==> src/hdl/tsr_pkg.sv <==
// Shared types and constants for the scanline triangle rasterizer.
// Used by the serial divider and the top level; no dependencies.
`timescale 1ns / 1ps
`default_nettype none

package tsr_pkg;

    localparam int COORD_W    = 16;
    localparam int COORD_FRAC = 4;
    localparam int SLOPE_FRAC = 16;
    localparam int PIX_W      = 12;
    localparam int SLOPE_W    = 32;
    localparam int MUL_A_W    = 19;
    localparam int MUL_B_W    = 32;
    localparam int PROD_W     = MUL_A_W + MUL_B_W;
    localparam int DIV_NUM_W  = 36;
    localparam int DIV_DEN_W  = 18;

    localparam logic [1:0] PART_NONE  = 2'd0;
    localparam logic [1:0] PART_UPPER = 2'd1;
    localparam logic [1:0] PART_LOWER = 2'd2;

    typedef enum logic [3:0] {
        S_IDLE,
        S_LD_MUL,
        S_LD_DIVS,
        S_LD_DIVW,
        S_SETUP,
        S_SL_START,
        S_SL_WAIT,
        S_SR_START,
        S_SR_WAIT,
        S_ST_MUL_L,
        S_ST_COL_L,
        S_ST_MUL_R,
        S_ST_COL_R,
        S_RESP
    } t_state;

    typedef struct packed {
        logic                 start;
        logic [DIV_NUM_W-1:0] num;
        logic [DIV_DEN_W-1:0] den;
    } t_div_req;

    typedef struct packed {
        logic busy;
        logic done;
    } t_div_stat;

endpackage

`default_nettype wire

==> src/hdl/tsr_div.sv <==
// Unsigned restoring divider, one quotient bit per cycle.
// Depends on tsr_pkg for the request and status structs.
`timescale 1ns / 1ps
`default_nettype none

module tsr_div import tsr_pkg::*; (
    input  logic                 i_clk,
    input  logic                 i_rst_n,
    input  t_div_req             i_req,
    output t_div_stat            o_stat,
    output logic [DIV_NUM_W-1:0] o_quot,
    output logic [DIV_DEN_W-1:0] o_rem
);

    localparam int CNT_W = $clog2(DIV_NUM_W + 1);

    logic [DIV_NUM_W-1:0] r_quot;
    logic [DIV_DEN_W-1:0] r_rem;
    logic [DIV_DEN_W-1:0] r_den;
    logic [CNT_W-1:0]     r_cnt;
    logic                 r_busy;
    logic                 r_done;

    logic [DIV_DEN_W:0]   w_shift;
    logic [DIV_DEN_W+1:0] w_trial;
    logic                 w_fit;

    assign w_shift = {r_rem, r_quot[DIV_NUM_W-1]};
    assign w_trial = {1'b0, w_shift} - {2'b00, r_den};
    assign w_fit   = ~w_trial[DIV_DEN_W+1];

    always_ff @(posedge i_clk) begin
        if (!i_rst_n) begin
            r_busy <= 1'b0;
            r_done <= 1'b0;
            r_cnt  <= '0;
        end else begin
            r_done <= 1'b0;
            if (i_req.start) begin
                r_busy <= 1'b1;
                r_cnt  <= CNT_W'(DIV_NUM_W);
            end else if (r_busy) begin
                r_cnt <= r_cnt - CNT_W'(1);
                if (r_cnt == CNT_W'(1)) begin
                    r_busy <= 1'b0;
                    r_done <= 1'b1;
                end
            end
        end
    end

    always_ff @(posedge i_clk) begin
        if (i_req.start) begin
            r_quot <= i_req.num;
            r_rem  <= '0;
            r_den  <= i_req.den;
        end else if (r_busy) begin
            r_quot <= {r_quot[DIV_NUM_W-2:0], w_fit};
            r_rem  <= w_fit ? w_trial[DIV_DEN_W-1:0] : w_shift[DIV_DEN_W-1:0];
        end
    end

    assign o_stat.busy = r_busy;
    assign o_stat.done = r_done;
    assign o_quot      = r_quot;
    assign o_rem       = r_rem;

endmodule

`default_nettype wire

==> src/hdl/triangle_scanline_rasterizer.sv <==
// Top level of the scanline triangle rasterizer: sequencer, shared multiplier,
// edge and setup datapath. Depends on tsr_pkg and instantiates tsr_div.
//
// Usage. The input channel (i_in_valid / o_in_stall) carries one word per
// request. A word with i_func = 0 loads three vertices in signed 12.4 fixed
// point; the block sorts them by y, finds the split point on the long edge
// and sets up the upper part, or the lower part when the upper one covers no
// row. A word with i_func = 1 asks for the next scanline span. Every input
// word yields exactly one output word on o_out_valid / i_out_stall.
// A load that covers a row runs the split divide and both slope divides in
// the one serial divider, and each divide holds the sequencer until it is
// done. A span takes two multiplier passes and two column adds; the span
// that closes the upper part sets up the lower one. A step with nothing
// loaded goes straight to the response state.
// The block holds o_in_stall high while it works on a word. The result sits
// in an output register; if the receiver stalls, the sequencer waits in its
// response state, and the output word does not change while stalled.
// Reset clears the sequencer, the output valid and the loaded-part state, so
// a step right after reset returns done.
`timescale 1ns / 1ps
`default_nettype none

module triangle_scanline_rasterizer import tsr_pkg::*; (
    input  logic                    i_clk,
    input  logic                    i_rst_n,
    input  logic                    i_in_valid,
    output logic                    o_in_stall,
    input  logic                    i_func,
    input  logic signed [COORD_W-1:0] i_ax,
    input  logic signed [COORD_W-1:0] i_ay,
    input  logic signed [COORD_W-1:0] i_bx,
    input  logic signed [COORD_W-1:0] i_by_coord,
    input  logic signed [COORD_W-1:0] i_cx,
    input  logic signed [COORD_W-1:0] i_cy,
    output logic                    o_out_valid,
    input  logic                    i_out_stall,
    output logic                    o_span_valid,
    output logic signed [PIX_W-1:0] o_span_row,
    output logic signed [PIX_W-1:0] o_span_x_start,
    output logic signed [PIX_W-1:0] o_span_x_end,
    output logic                    o_last_span,
    output logic                    o_done_res
);

    t_state r_state, n_state;

    // Sorted vertices, split x, per-part edge state.
    logic signed [COORD_W-1:0] r_x0, r_y0, r_x1, r_y1, r_x2, r_y2;
    logic signed [COORD_W-1:0] r_split_x;
    logic signed [SLOPE_W-1:0] r_lslope, r_rslope;
    logic signed [PIX_W-1:0]   r_row, r_end;
    logic [1:0]                r_phase;
    logic [1:0]                r_part;
    logic signed [PROD_W-1:0]  r_prod;
    logic signed [PIX_W-1:0]   r_xs, r_xe, r_span_row;
    logic                      r_is_span;

    logic                    r_out_valid;
    logic                    r_o_span_valid;
    logic signed [PIX_W-1:0] r_o_row, r_o_xs, r_o_xe;
    logic                    r_o_last, r_o_done;

    logic w_accept;
    logic w_resp_go;

    assign w_accept  = i_in_valid && !o_in_stall;
    assign w_resp_go = !r_out_valid || !i_out_stall;

    // Three compare-exchange steps sort the incoming vertices by y; equal y
    // keeps the input order.
    logic signed [COORD_W-1:0] s_x [3];
    logic signed [COORD_W-1:0] s_y [3];

    always_comb begin
        logic signed [COORD_W-1:0] tx, ty;
        tx = '0;
        ty = '0;
        s_x[0] = i_ax; s_y[0] = i_ay;
        s_x[1] = i_bx; s_y[1] = i_by_coord;
        s_x[2] = i_cx; s_y[2] = i_cy;
        if (s_y[0] > s_y[1]) begin
            tx = s_x[0]; ty = s_y[0];
            s_x[0] = s_x[1]; s_y[0] = s_y[1];
            s_x[1] = tx; s_y[1] = ty;
        end
        if (s_y[1] > s_y[2]) begin
            tx = s_x[1]; ty = s_y[1];
            s_x[1] = s_x[2]; s_y[1] = s_y[2];
            s_x[2] = tx; s_y[2] = ty;
        end
        if (s_y[0] > s_y[1]) begin
            tx = s_x[0]; ty = s_y[0];
            s_x[0] = s_x[1]; s_y[0] = s_y[1];
            s_x[1] = tx; s_y[1] = ty;
        end
    end

    // Row index of the first pixel centre at or below a y coordinate:
    // ceil(v - 0.5) in whole pixels.
    function automatic logic signed [PIX_W+1:0] centre_ceil(
        input logic signed [COORD_W-1:0] v);
        logic signed [COORD_W+1:0] t;
        t = {v[COORD_W-1], v, 1'b0} + (COORD_W+2)'((1 << COORD_FRAC) - 1);
        return (PIX_W+2)'(t >>> (COORD_FRAC + 1));
    endfunction

    // Edge endpoints of the selected part. The middle vertex and the split
    // point are ordered so the one further left bounds the left edge.
    logic                      w_v1left, w_upper;
    logic signed [COORD_W-1:0] w_lx, w_rx;
    logic signed [COORD_W-1:0] w_lrx, w_lry, w_ltx, w_lty;
    logic signed [COORD_W-1:0] w_rrx, w_rry, w_rtx, w_rty;

    assign w_v1left = r_x1 < r_split_x;
    assign w_lx     = w_v1left ? r_x1 : r_split_x;
    assign w_rx     = w_v1left ? r_split_x : r_x1;
    assign w_upper  = r_part == PART_UPPER;
    assign w_lrx    = w_upper ? r_x0 : w_lx;
    assign w_lry    = w_upper ? r_y0 : r_y1;
    assign w_ltx    = w_upper ? w_lx : r_x2;
    assign w_lty    = w_upper ? r_y1 : r_y2;
    assign w_rrx    = w_upper ? r_x0 : w_rx;
    assign w_rry    = w_upper ? r_y0 : r_y1;
    assign w_rtx    = w_upper ? w_rx : r_x2;
    assign w_rty    = w_upper ? r_y1 : r_y2;

    // Row range of the selected part.
    logic signed [PIX_W+1:0] w_first, w_last;
    logic                    w_part_ok;

    assign w_first   = centre_ceil(w_upper ? r_y0 : r_y1);
    assign w_last    = centre_ceil(w_upper ? r_y1 : r_y2) - (PIX_W+2)'(1);
    assign w_part_ok = w_first <= w_last;

    // Slope divide operands: (dx << SLOPE_FRAC) / dy, sign handled outside.
    logic                    w_sel_right;
    logic signed [COORD_W:0] w_dx, w_dy;
    logic                    w_slope_neg;
    logic [COORD_W+SLOPE_FRAC:0] w_slope_num, w_slope_abs;

    assign w_sel_right = (r_state == S_SR_START) || (r_state == S_SR_WAIT);
    assign w_dx = w_sel_right ? ({w_rtx[COORD_W-1], w_rtx} - {w_rrx[COORD_W-1], w_rrx})
                              : ({w_ltx[COORD_W-1], w_ltx} - {w_lrx[COORD_W-1], w_lrx});
    assign w_dy = w_sel_right ? ({w_rty[COORD_W-1], w_rty} - {w_rry[COORD_W-1], w_rry})
                              : ({w_lty[COORD_W-1], w_lty} - {w_lry[COORD_W-1], w_lry});
    assign w_slope_neg = w_dx[COORD_W];
    assign w_slope_num = {w_dx, {SLOPE_FRAC{1'b0}}};
    assign w_slope_abs = w_slope_neg ? -w_slope_num : w_slope_num;

    // Split divide: round((y1-y0)(x2-x0) / (y2-y0)) as
    // floor((2p + den) / (2 den)).
    logic signed [COORD_W:0]  w_sden, w_dy1, w_dx2;
    logic signed [37:0]       w_split_num;
    logic                     w_split_neg;
    logic [37:0]              w_split_abs;

    assign w_sden      = {r_y2[COORD_W-1], r_y2} - {r_y0[COORD_W-1], r_y0};
    assign w_dy1       = {r_y1[COORD_W-1], r_y1} - {r_y0[COORD_W-1], r_y0};
    assign w_dx2       = {r_x2[COORD_W-1], r_x2} - {r_x0[COORD_W-1], r_x0};
    assign w_split_num = {r_prod[36:0], 1'b0} + {{21{w_sden[COORD_W]}}, w_sden};
    assign w_split_neg = w_split_num[37];
    assign w_split_abs = w_split_neg ? -w_split_num : w_split_num;

    // Shared divider.
    t_div_req             w_div_req;
    t_div_stat            w_div_stat;
    logic [DIV_NUM_W-1:0] w_quot;
    logic [DIV_DEN_W-1:0] w_rem;
    logic                 w_div_split;

    assign w_div_split = (r_state == S_LD_DIVS) || (r_state == S_LD_DIVW);

    tsr_div u_div (
        .i_clk   (i_clk),
        .i_rst_n (i_rst_n),
        .i_req   (w_div_req),
        .o_stat  (w_div_stat),
        .o_quot  (w_quot),
        .o_rem   (w_rem)
    );

    // Split result: floor toward minus infinity, then clamp to coordinates.
    logic signed [37:0]        w_split_q, w_split_sum;
    logic signed [COORD_W-1:0] w_split_x;

    assign w_split_q   = w_split_neg ? -({2'b00, w_quot} + 38'(|w_rem))
                                     : {2'b00, w_quot};
    assign w_split_sum = {{22{r_x0[COORD_W-1]}}, r_x0} + w_split_q;

    always_comb begin
        if (w_split_sum > 38'sd32767) begin
            w_split_x = {1'b0, {(COORD_W-1){1'b1}}};
        end else if (w_split_sum < -38'sd32768) begin
            w_split_x = {1'b1, {(COORD_W-1){1'b0}}};
        end else begin
            w_split_x = w_split_sum[COORD_W-1:0];
        end
    end

    // Slope result: truncation toward zero, saturated to 32 bits.
    logic signed [SLOPE_W-1:0] w_slope;

    always_comb begin
        if (w_dy <= 0) begin
            w_slope = '0;
        end else if (!w_slope_neg) begin
            w_slope = (w_quot > 36'h07FFFFFFF) ? 32'sh7FFFFFFF : w_quot[SLOPE_W-1:0];
        end else begin
            w_slope = (w_quot > 36'h080000000) ? 32'sh80000000 : -w_quot[SLOPE_W-1:0];
        end
    end

    // Shared multiplier: split product during load, edge offset times slope
    // during a step. The offset is 2*(row + 0.5) - 2*yref in coordinate units.
    logic signed [MUL_A_W-1:0] w_yc2, w_doff, w_ma;
    logic signed [MUL_B_W-1:0] w_mb;
    logic signed [PROD_W-1:0]  w_prod;
    logic                      w_mul_right;
    logic signed [COORD_W-1:0] w_yref;

    assign w_mul_right = r_state == S_ST_MUL_R;
    assign w_yref = w_mul_right ? w_rry : w_lry;
    assign w_yc2  = {r_row[PIX_W-1], r_row[PIX_W-1], r_row, 1'b1, {COORD_FRAC{1'b0}}};
    assign w_doff = w_yc2 - {{2{w_yref[COORD_W-1]}}, w_yref, 1'b0};
    assign w_ma   = (r_state == S_LD_MUL) ? {{2{w_dy1[COORD_W]}}, w_dy1} : w_doff;
    assign w_mb   = (r_state == S_LD_MUL) ? {{15{w_dx2[COORD_W]}}, w_dx2}
                  : (w_mul_right ? r_rslope : r_lslope);
    assign w_prod = w_ma * w_mb;

    // Edge column: ceil(x - 0.5) at the row centre, clamped to pixel range.
    logic signed [COORD_W-1:0] w_xref;
    logic signed [51:0]        w_xv, w_xr, w_xsh;
    logic signed [PIX_W-1:0]   w_col;

    assign w_xref = (r_state == S_ST_COL_R) ? w_rrx : w_lrx;
    assign w_xv   = {{19{w_xref[COORD_W-1]}}, w_xref, 17'b0} + {r_prod[PROD_W-1], r_prod}
                  - 52'sd1048576;
    assign w_xr   = w_xv + 52'sd2097151;
    assign w_xsh  = w_xr >>> (COORD_FRAC + 1 + SLOPE_FRAC);

    always_comb begin
        if (w_xsh > 52'sd2047) begin
            w_col = 12'sh7FF;
        end else if (w_xsh < -52'sd2048) begin
            w_col = 12'sh800;
        end else begin
            w_col = w_xsh[PIX_W-1:0];
        end
    end

    // Next state.
    always_comb begin
        n_state = r_state;
        case (r_state)
            S_IDLE: begin
                if (w_accept) begin
                    if (!i_func) begin
                        n_state = S_LD_MUL;
                    end else if (r_phase == PART_NONE) begin
                        n_state = S_RESP;
                    end else begin
                        n_state = S_ST_MUL_L;
                    end
                end
            end
            S_LD_MUL:   n_state = (w_sden > 0) ? S_LD_DIVS : S_SETUP;
            S_LD_DIVS:  n_state = S_LD_DIVW;
            S_LD_DIVW:  n_state = w_div_stat.done ? S_SETUP : S_LD_DIVW;
            S_SETUP: begin
                if (w_part_ok) begin
                    n_state = S_SL_START;
                end else if (r_part == PART_UPPER) begin
                    n_state = S_SETUP;
                end else begin
                    n_state = S_RESP;
                end
            end
            S_SL_START: n_state = S_SL_WAIT;
            S_SL_WAIT:  n_state = w_div_stat.done ? S_SR_START : S_SL_WAIT;
            S_SR_START: n_state = S_SR_WAIT;
            S_SR_WAIT:  n_state = w_div_stat.done ? S_RESP : S_SR_WAIT;
            S_ST_MUL_L: n_state = S_ST_COL_L;
            S_ST_COL_L: n_state = S_ST_MUL_R;
            S_ST_MUL_R: n_state = S_ST_COL_R;
            S_ST_COL_R: begin
                if (r_row >= r_end && r_part == PART_UPPER) begin
                    n_state = S_SETUP;
                end else begin
                    n_state = S_RESP;
                end
            end
            S_RESP:     n_state = w_resp_go ? S_IDLE : S_RESP;
            default:    n_state = S_IDLE;
        endcase
    end

    // Sequencer outputs.
    always_comb begin
        o_in_stall      = 1'b1;
        w_div_req.start = 1'b0;
        w_div_req.num   = {3'b000, w_slope_abs};
        w_div_req.den   = {1'b0, w_dy};
        case (r_state)
            S_IDLE: begin
                o_in_stall = 1'b0;
            end
            S_LD_DIVS: begin
                w_div_req.start = 1'b1;
            end
            S_SL_START, S_SR_START: begin
                w_div_req.start = 1'b1;
            end
            default: begin
                o_in_stall = 1'b1;
            end
        endcase
        if (w_div_split) begin
            w_div_req.num = w_split_abs[DIV_NUM_W-1:0];
            w_div_req.den = {w_sden, 1'b0};
        end
    end

    // Control registers.
    always_ff @(posedge i_clk) begin
        if (!i_rst_n) begin
            r_state     <= S_IDLE;
            r_phase     <= PART_NONE;
            r_part      <= PART_NONE;
            r_out_valid <= 1'b0;
        end else begin
            r_state <= n_state;
            case (r_state)
                S_IDLE: begin
                    if (w_accept) begin
                        if (!i_func) begin
                            r_phase <= PART_NONE;
                            r_part  <= PART_UPPER;
                        end else begin
                            r_part <= r_phase;
                        end
                    end
                end
                S_SETUP: begin
                    if (!w_part_ok) begin
                        if (r_part == PART_UPPER) begin
                            r_part <= PART_LOWER;
                        end else begin
                            r_phase <= PART_NONE;
                        end
                    end
                end
                S_SR_WAIT: begin
                    if (w_div_stat.done) begin
                        r_phase <= r_part;
                    end
                end
                S_ST_COL_R: begin
                    if (r_row >= r_end) begin
                        if (r_part == PART_UPPER) begin
                            r_part <= PART_LOWER;
                        end else begin
                            r_phase <= PART_NONE;
                        end
                    end
                end
                default: begin
                    r_part <= r_part;
                end
            endcase
            if (r_state == S_RESP && w_resp_go) begin
                r_out_valid <= 1'b1;
            end else if (!i_out_stall) begin
                r_out_valid <= 1'b0;
            end
        end
    end

    // Datapath registers.
    always_ff @(posedge i_clk) begin
        case (r_state)
            S_IDLE: begin
                if (w_accept) begin
                    r_is_span <= i_func && (r_phase != PART_NONE);
                    if (!i_func) begin
                        r_x0 <= s_x[0]; r_y0 <= s_y[0];
                        r_x1 <= s_x[1]; r_y1 <= s_y[1];
                        r_x2 <= s_x[2]; r_y2 <= s_y[2];
                    end
                end
            end
            S_LD_MUL: begin
                r_prod    <= w_prod;
                r_split_x <= r_x0;
            end
            S_LD_DIVW: begin
                if (w_div_stat.done) begin
                    r_split_x <= w_split_x;
                end
            end
            S_SETUP: begin
                if (w_part_ok) begin
                    r_row <= w_first[PIX_W-1:0];
                    r_end <= w_last[PIX_W-1:0];
                end
            end
            S_SL_WAIT: begin
                if (w_div_stat.done) begin
                    r_lslope <= w_slope;
                end
            end
            S_SR_WAIT: begin
                if (w_div_stat.done) begin
                    r_rslope <= w_slope;
                end
            end
            S_ST_MUL_L, S_ST_MUL_R: begin
                r_prod <= w_prod;
            end
            S_ST_COL_L: begin
                r_xs <= w_col;
            end
            S_ST_COL_R: begin
                r_xe       <= w_col;
                r_span_row <= r_row;
                if (r_row < r_end) begin
                    r_row <= r_row + PIX_W'(1);
                end
            end
            default: begin
                r_prod <= r_prod;
            end
        endcase
    end

    // Output word register; span fields read as zero on non-span words.
    always_ff @(posedge i_clk) begin
        if (r_state == S_RESP && w_resp_go) begin
            r_o_span_valid <= r_is_span;
            r_o_row        <= r_is_span ? r_span_row : '0;
            r_o_xs         <= r_is_span ? r_xs : '0;
            r_o_xe         <= r_is_span ? r_xe : '0;
            r_o_last       <= r_is_span && (r_phase == PART_NONE);
            r_o_done       <= r_phase == PART_NONE;
        end
    end

    assign o_out_valid    = r_out_valid;
    assign o_span_valid   = r_o_span_valid;
    assign o_span_row     = r_o_row;
    assign o_span_x_start = r_o_xs;
    assign o_span_x_end   = r_o_xe;
    assign o_last_span    = r_o_last;
    assign o_done_res     = r_o_done;

    // The final span flag always comes with done.
    a_last_done: assert property (@(posedge i_clk) disable iff (!i_rst_n)
        o_out_valid |-> (o_last_span == (o_span_valid && o_done_res)))
        else $error("last span without matching done");

    // The divider is only started when idle.
    a_div_free: assert property (@(posedge i_clk) disable iff (!i_rst_n)
        w_div_req.start |-> !w_div_stat.busy)
        else $error("divider started while busy");

    // A divide only finishes while the sequencer waits for it.
    a_div_wait: assert property (@(posedge i_clk) disable iff (!i_rst_n)
        w_div_stat.done |-> (r_state == S_LD_DIVW || r_state == S_SL_WAIT ||
                             r_state == S_SR_WAIT))
        else $error("divide result arrived outside a wait state");

endmodule

`default_nettype wire
==> config.mk <==
export PLATFORM = sky130hd
export DESIGN_NAME = triangle_scanline_rasterizer
export DESIGN_NICKNAME = d
export VERILOG_FILES = /design/src/hdl/tsr_pkg.sv /design/src/hdl/tsr_div.sv /design/src/hdl/triangle_scanline_rasterizer.sv
export SDC_FILE = /design/constraint.sdc
export NUM_CORES = 2
export LEC_CHECK = 0
export BUFFER_PORTS_ARGS = -buffer_cell sky130_fd_sc_hd__clkbuf_2
export CAP_MARGIN = 40
export CORE_MARGIN = 2
export CORE_UTILIZATION = 67
export DETAILED_ROUTE_END_ITERATION = 12
export PLACE_DENSITY = 0.85
export SLEW_MARGIN = 30
export SYNTH_ARGS = -nofsm -noshare
export SYNTH_HDL_FRONTEND = slang
export SYNTH_HIERARCHICAL = 1
export SYNTH_SLANG_ARGS = --single-unit
==> constraint.sdc <==
create_clock -name i_clk -period 19.2 [get_ports i_clk]
set_input_delay 0.96 -clock i_clk [delete_from_list [all_inputs] [get_ports i_clk]]
set_output_delay 0.96 -clock i_clk [all_outputs]
set_load 0.02 [all_outputs]
==> results.md <==
- CP Class: reg -> reg
- Setup crit end kind: flop
- IO buf count: 141
- Worst EP required: 19.53 ns
- Clock Tree Root: clkbuf_16
- CTS resizes: 0
- Die Span Y: 305 µm
- Commonest cells after routing, fill and taps aside: inv_1, nand2_1, ha_1
- Max FO, Critical Path: 65
- Htree depth: 2
- Drt drc: 0
- Number of buffers and inverters on the critical path: 4
- GRT overflow: 0
- I/O Pins: 142
- Slew headroom: 27.3%
- Achievable Freq: 84.9 MHz
- Clk pin slew, worst setup/hold paths: 0.06 ns
- Tot GR Track Use: 41.6%
- WL per Instance: 23.7 µm
- Slew @ Worst Pin: 1.08 ns
- Critical Path Max Stage Delay: 0.73 ns
- Setup violators final: 0
- Site Rows: 110
- Routability cong.: 1.05
- # Max-Cap Violations: 0
- TritonCTS clock tree: yes
- Via count: 53,700
- First-pass GRT wire length: 298,000 µm
- Die Span X: 305 µm
- Vias in the first global route: 52,700
- DRT antenna net count: 0
- Commonest non-fill, non-tap cell in the layout: inv_1
- Post-Syn Nets: 8,255
- CTS sink count: 416
- Final net count: 8,292
- Period utilization: 61.4%
- Syn Inst Count: 6,950
- P&R area growth vs syn: 6.44%
- Post-Syn Area: 60,600 µm²
- Vias per cell: 6.54
- Setup crit start kind: flop
- Die area: 92,900 µm²
- TNS Setup: 0 ns
- Core Area: 89,900 µm²
- CTS Hold Bufs: 0
- Critical path's top delay family: compound AO/OA/AOI/OAI gates
- Worst skew pair latency: 0.65 ns
- Tmin final: 11.78 ns
- Initial antenna violation count: 16
- Hold Path Class: reg -> reg
- Synth Area per Inst: 8.72 µm²
- Clock skew: 0.0520 ns
- Worst Reg-to-Reg Cells: 37
- Hold Fails Final Rpt: 0
- HPWL reported at the end of detailed placement: 156,000 µm
- RSZ-0062 raised after global routing: false
- Worst path most repeated cell: o21ai_0
- Critical Path AT: 12.11 ns
- Fillers: 6,744
- Largest net degree at the start of global routing: 84
- Starting DRT DRC Count: 5,735
- Levels on crit path: 37
- Final wirelength: 195,000 µm
- 1st-pass router iterations: 8
- Status: finished clean
- Worst hold slack: 0.500 ns
- Yosys Warn Count: 6
- CTS Buffer Depth: 3
- CP max-delay cell: a211oi_1
- CTS buffer count: 47
- Post-CTS setup buffer count: 0
- WHS Path Cells: 2
- Layout cell share with drive strength beyond 1: 7.34%
- Starting Density: 67.4%
- Final Max Tran Viols: 0
## sequential cells by signal (all words and copies together) (netlist names), 16 cells and up
name and flops:
r_split_x 16, u_div/r_den 18, r_prod 51, u_div/o_rem 18, r_x0 16, r_x1 16, r_y1 16, u_div/o_quot 36
r_rslope 32, r_y0 16, r_y2 16, r_x2 16, r_lslope 32
## per-layer routing
| metal | GRT usage (%) | vias to the layer above | routed length (µm) |
|---|---|---|---|
| li1 | - | 23900 | - |
| met1 | 51.7 | 25800 | 71700 |
| met5 | 0 | - | 89 |
| met3 | 11.0 | 797 | 22100 |
| met4 | 26.0 | 14 | 14700 |
| met2 | 64.8 | 3152 | 86100 |
## area by class of cell
cell class / instances / area (µm²) / share of cell area (%)
tap: 1176 / 1470 / 2.28
timing repair buffer: 260 / 1650 / 2.56
clock buffer: 59 / 1220 / 1.89
sequential: 416 / 12100 / 18.8
clock inverter: 29 / 299 / 0.463
inverter: 885 / 3320 / 5.15
multi-input combinational: 5377 / 44400 / 68.8
antenna: 11 / 27.5 / 0.0427
## path summary, 6_finish.rpt
kind | from | end | slack, ns
hold reg to reg | u_div/r_cnt[1] | u_div/r_cnt[1] | 0.50
setup / recovery | r_y0[0] | r_split_x[2] | 7.42
hold / removal | u_div/r_cnt[1] | u_div/r_cnt[1] | 0.50
setup reg to reg | r_y0[0] | r_split_x[2] | 7.42
## worst reg2reg max path: cells and delay by family, from the launching register on
| family | cells | cell delay (ns) |
|---|---|---|
| fa+ha+maj | 4 | 1.65 |
| compound gates | 21 | 6.09 |
| xor+xnor | 1 | 0.16 |
| buf+inv | 4 | 1.67 |
| simple gates | 7 | 1.46 |
| flops | 1 | 0.45 |
## stage by stage
step / cells / utilization, % / instance area (µm²) / setup slack [ns]
floorplan: 6950 / - / 60600 / 7.56
detailed placement: 8099 / 69.9 / 62800 / 7.89
CTS: 8187 / 71.6 / 64400 / 7.83
global placement: 8086 / 69.7 / 62700 / 7.82
finish: 8213 / 71.8 / 64500 / 7.42
global route: 8205 / 71.8 / 64500 / 6.77
Power is not shown: default switching activity piles up to over one toggle a cycle in this logic, so the estimate is an artifact.
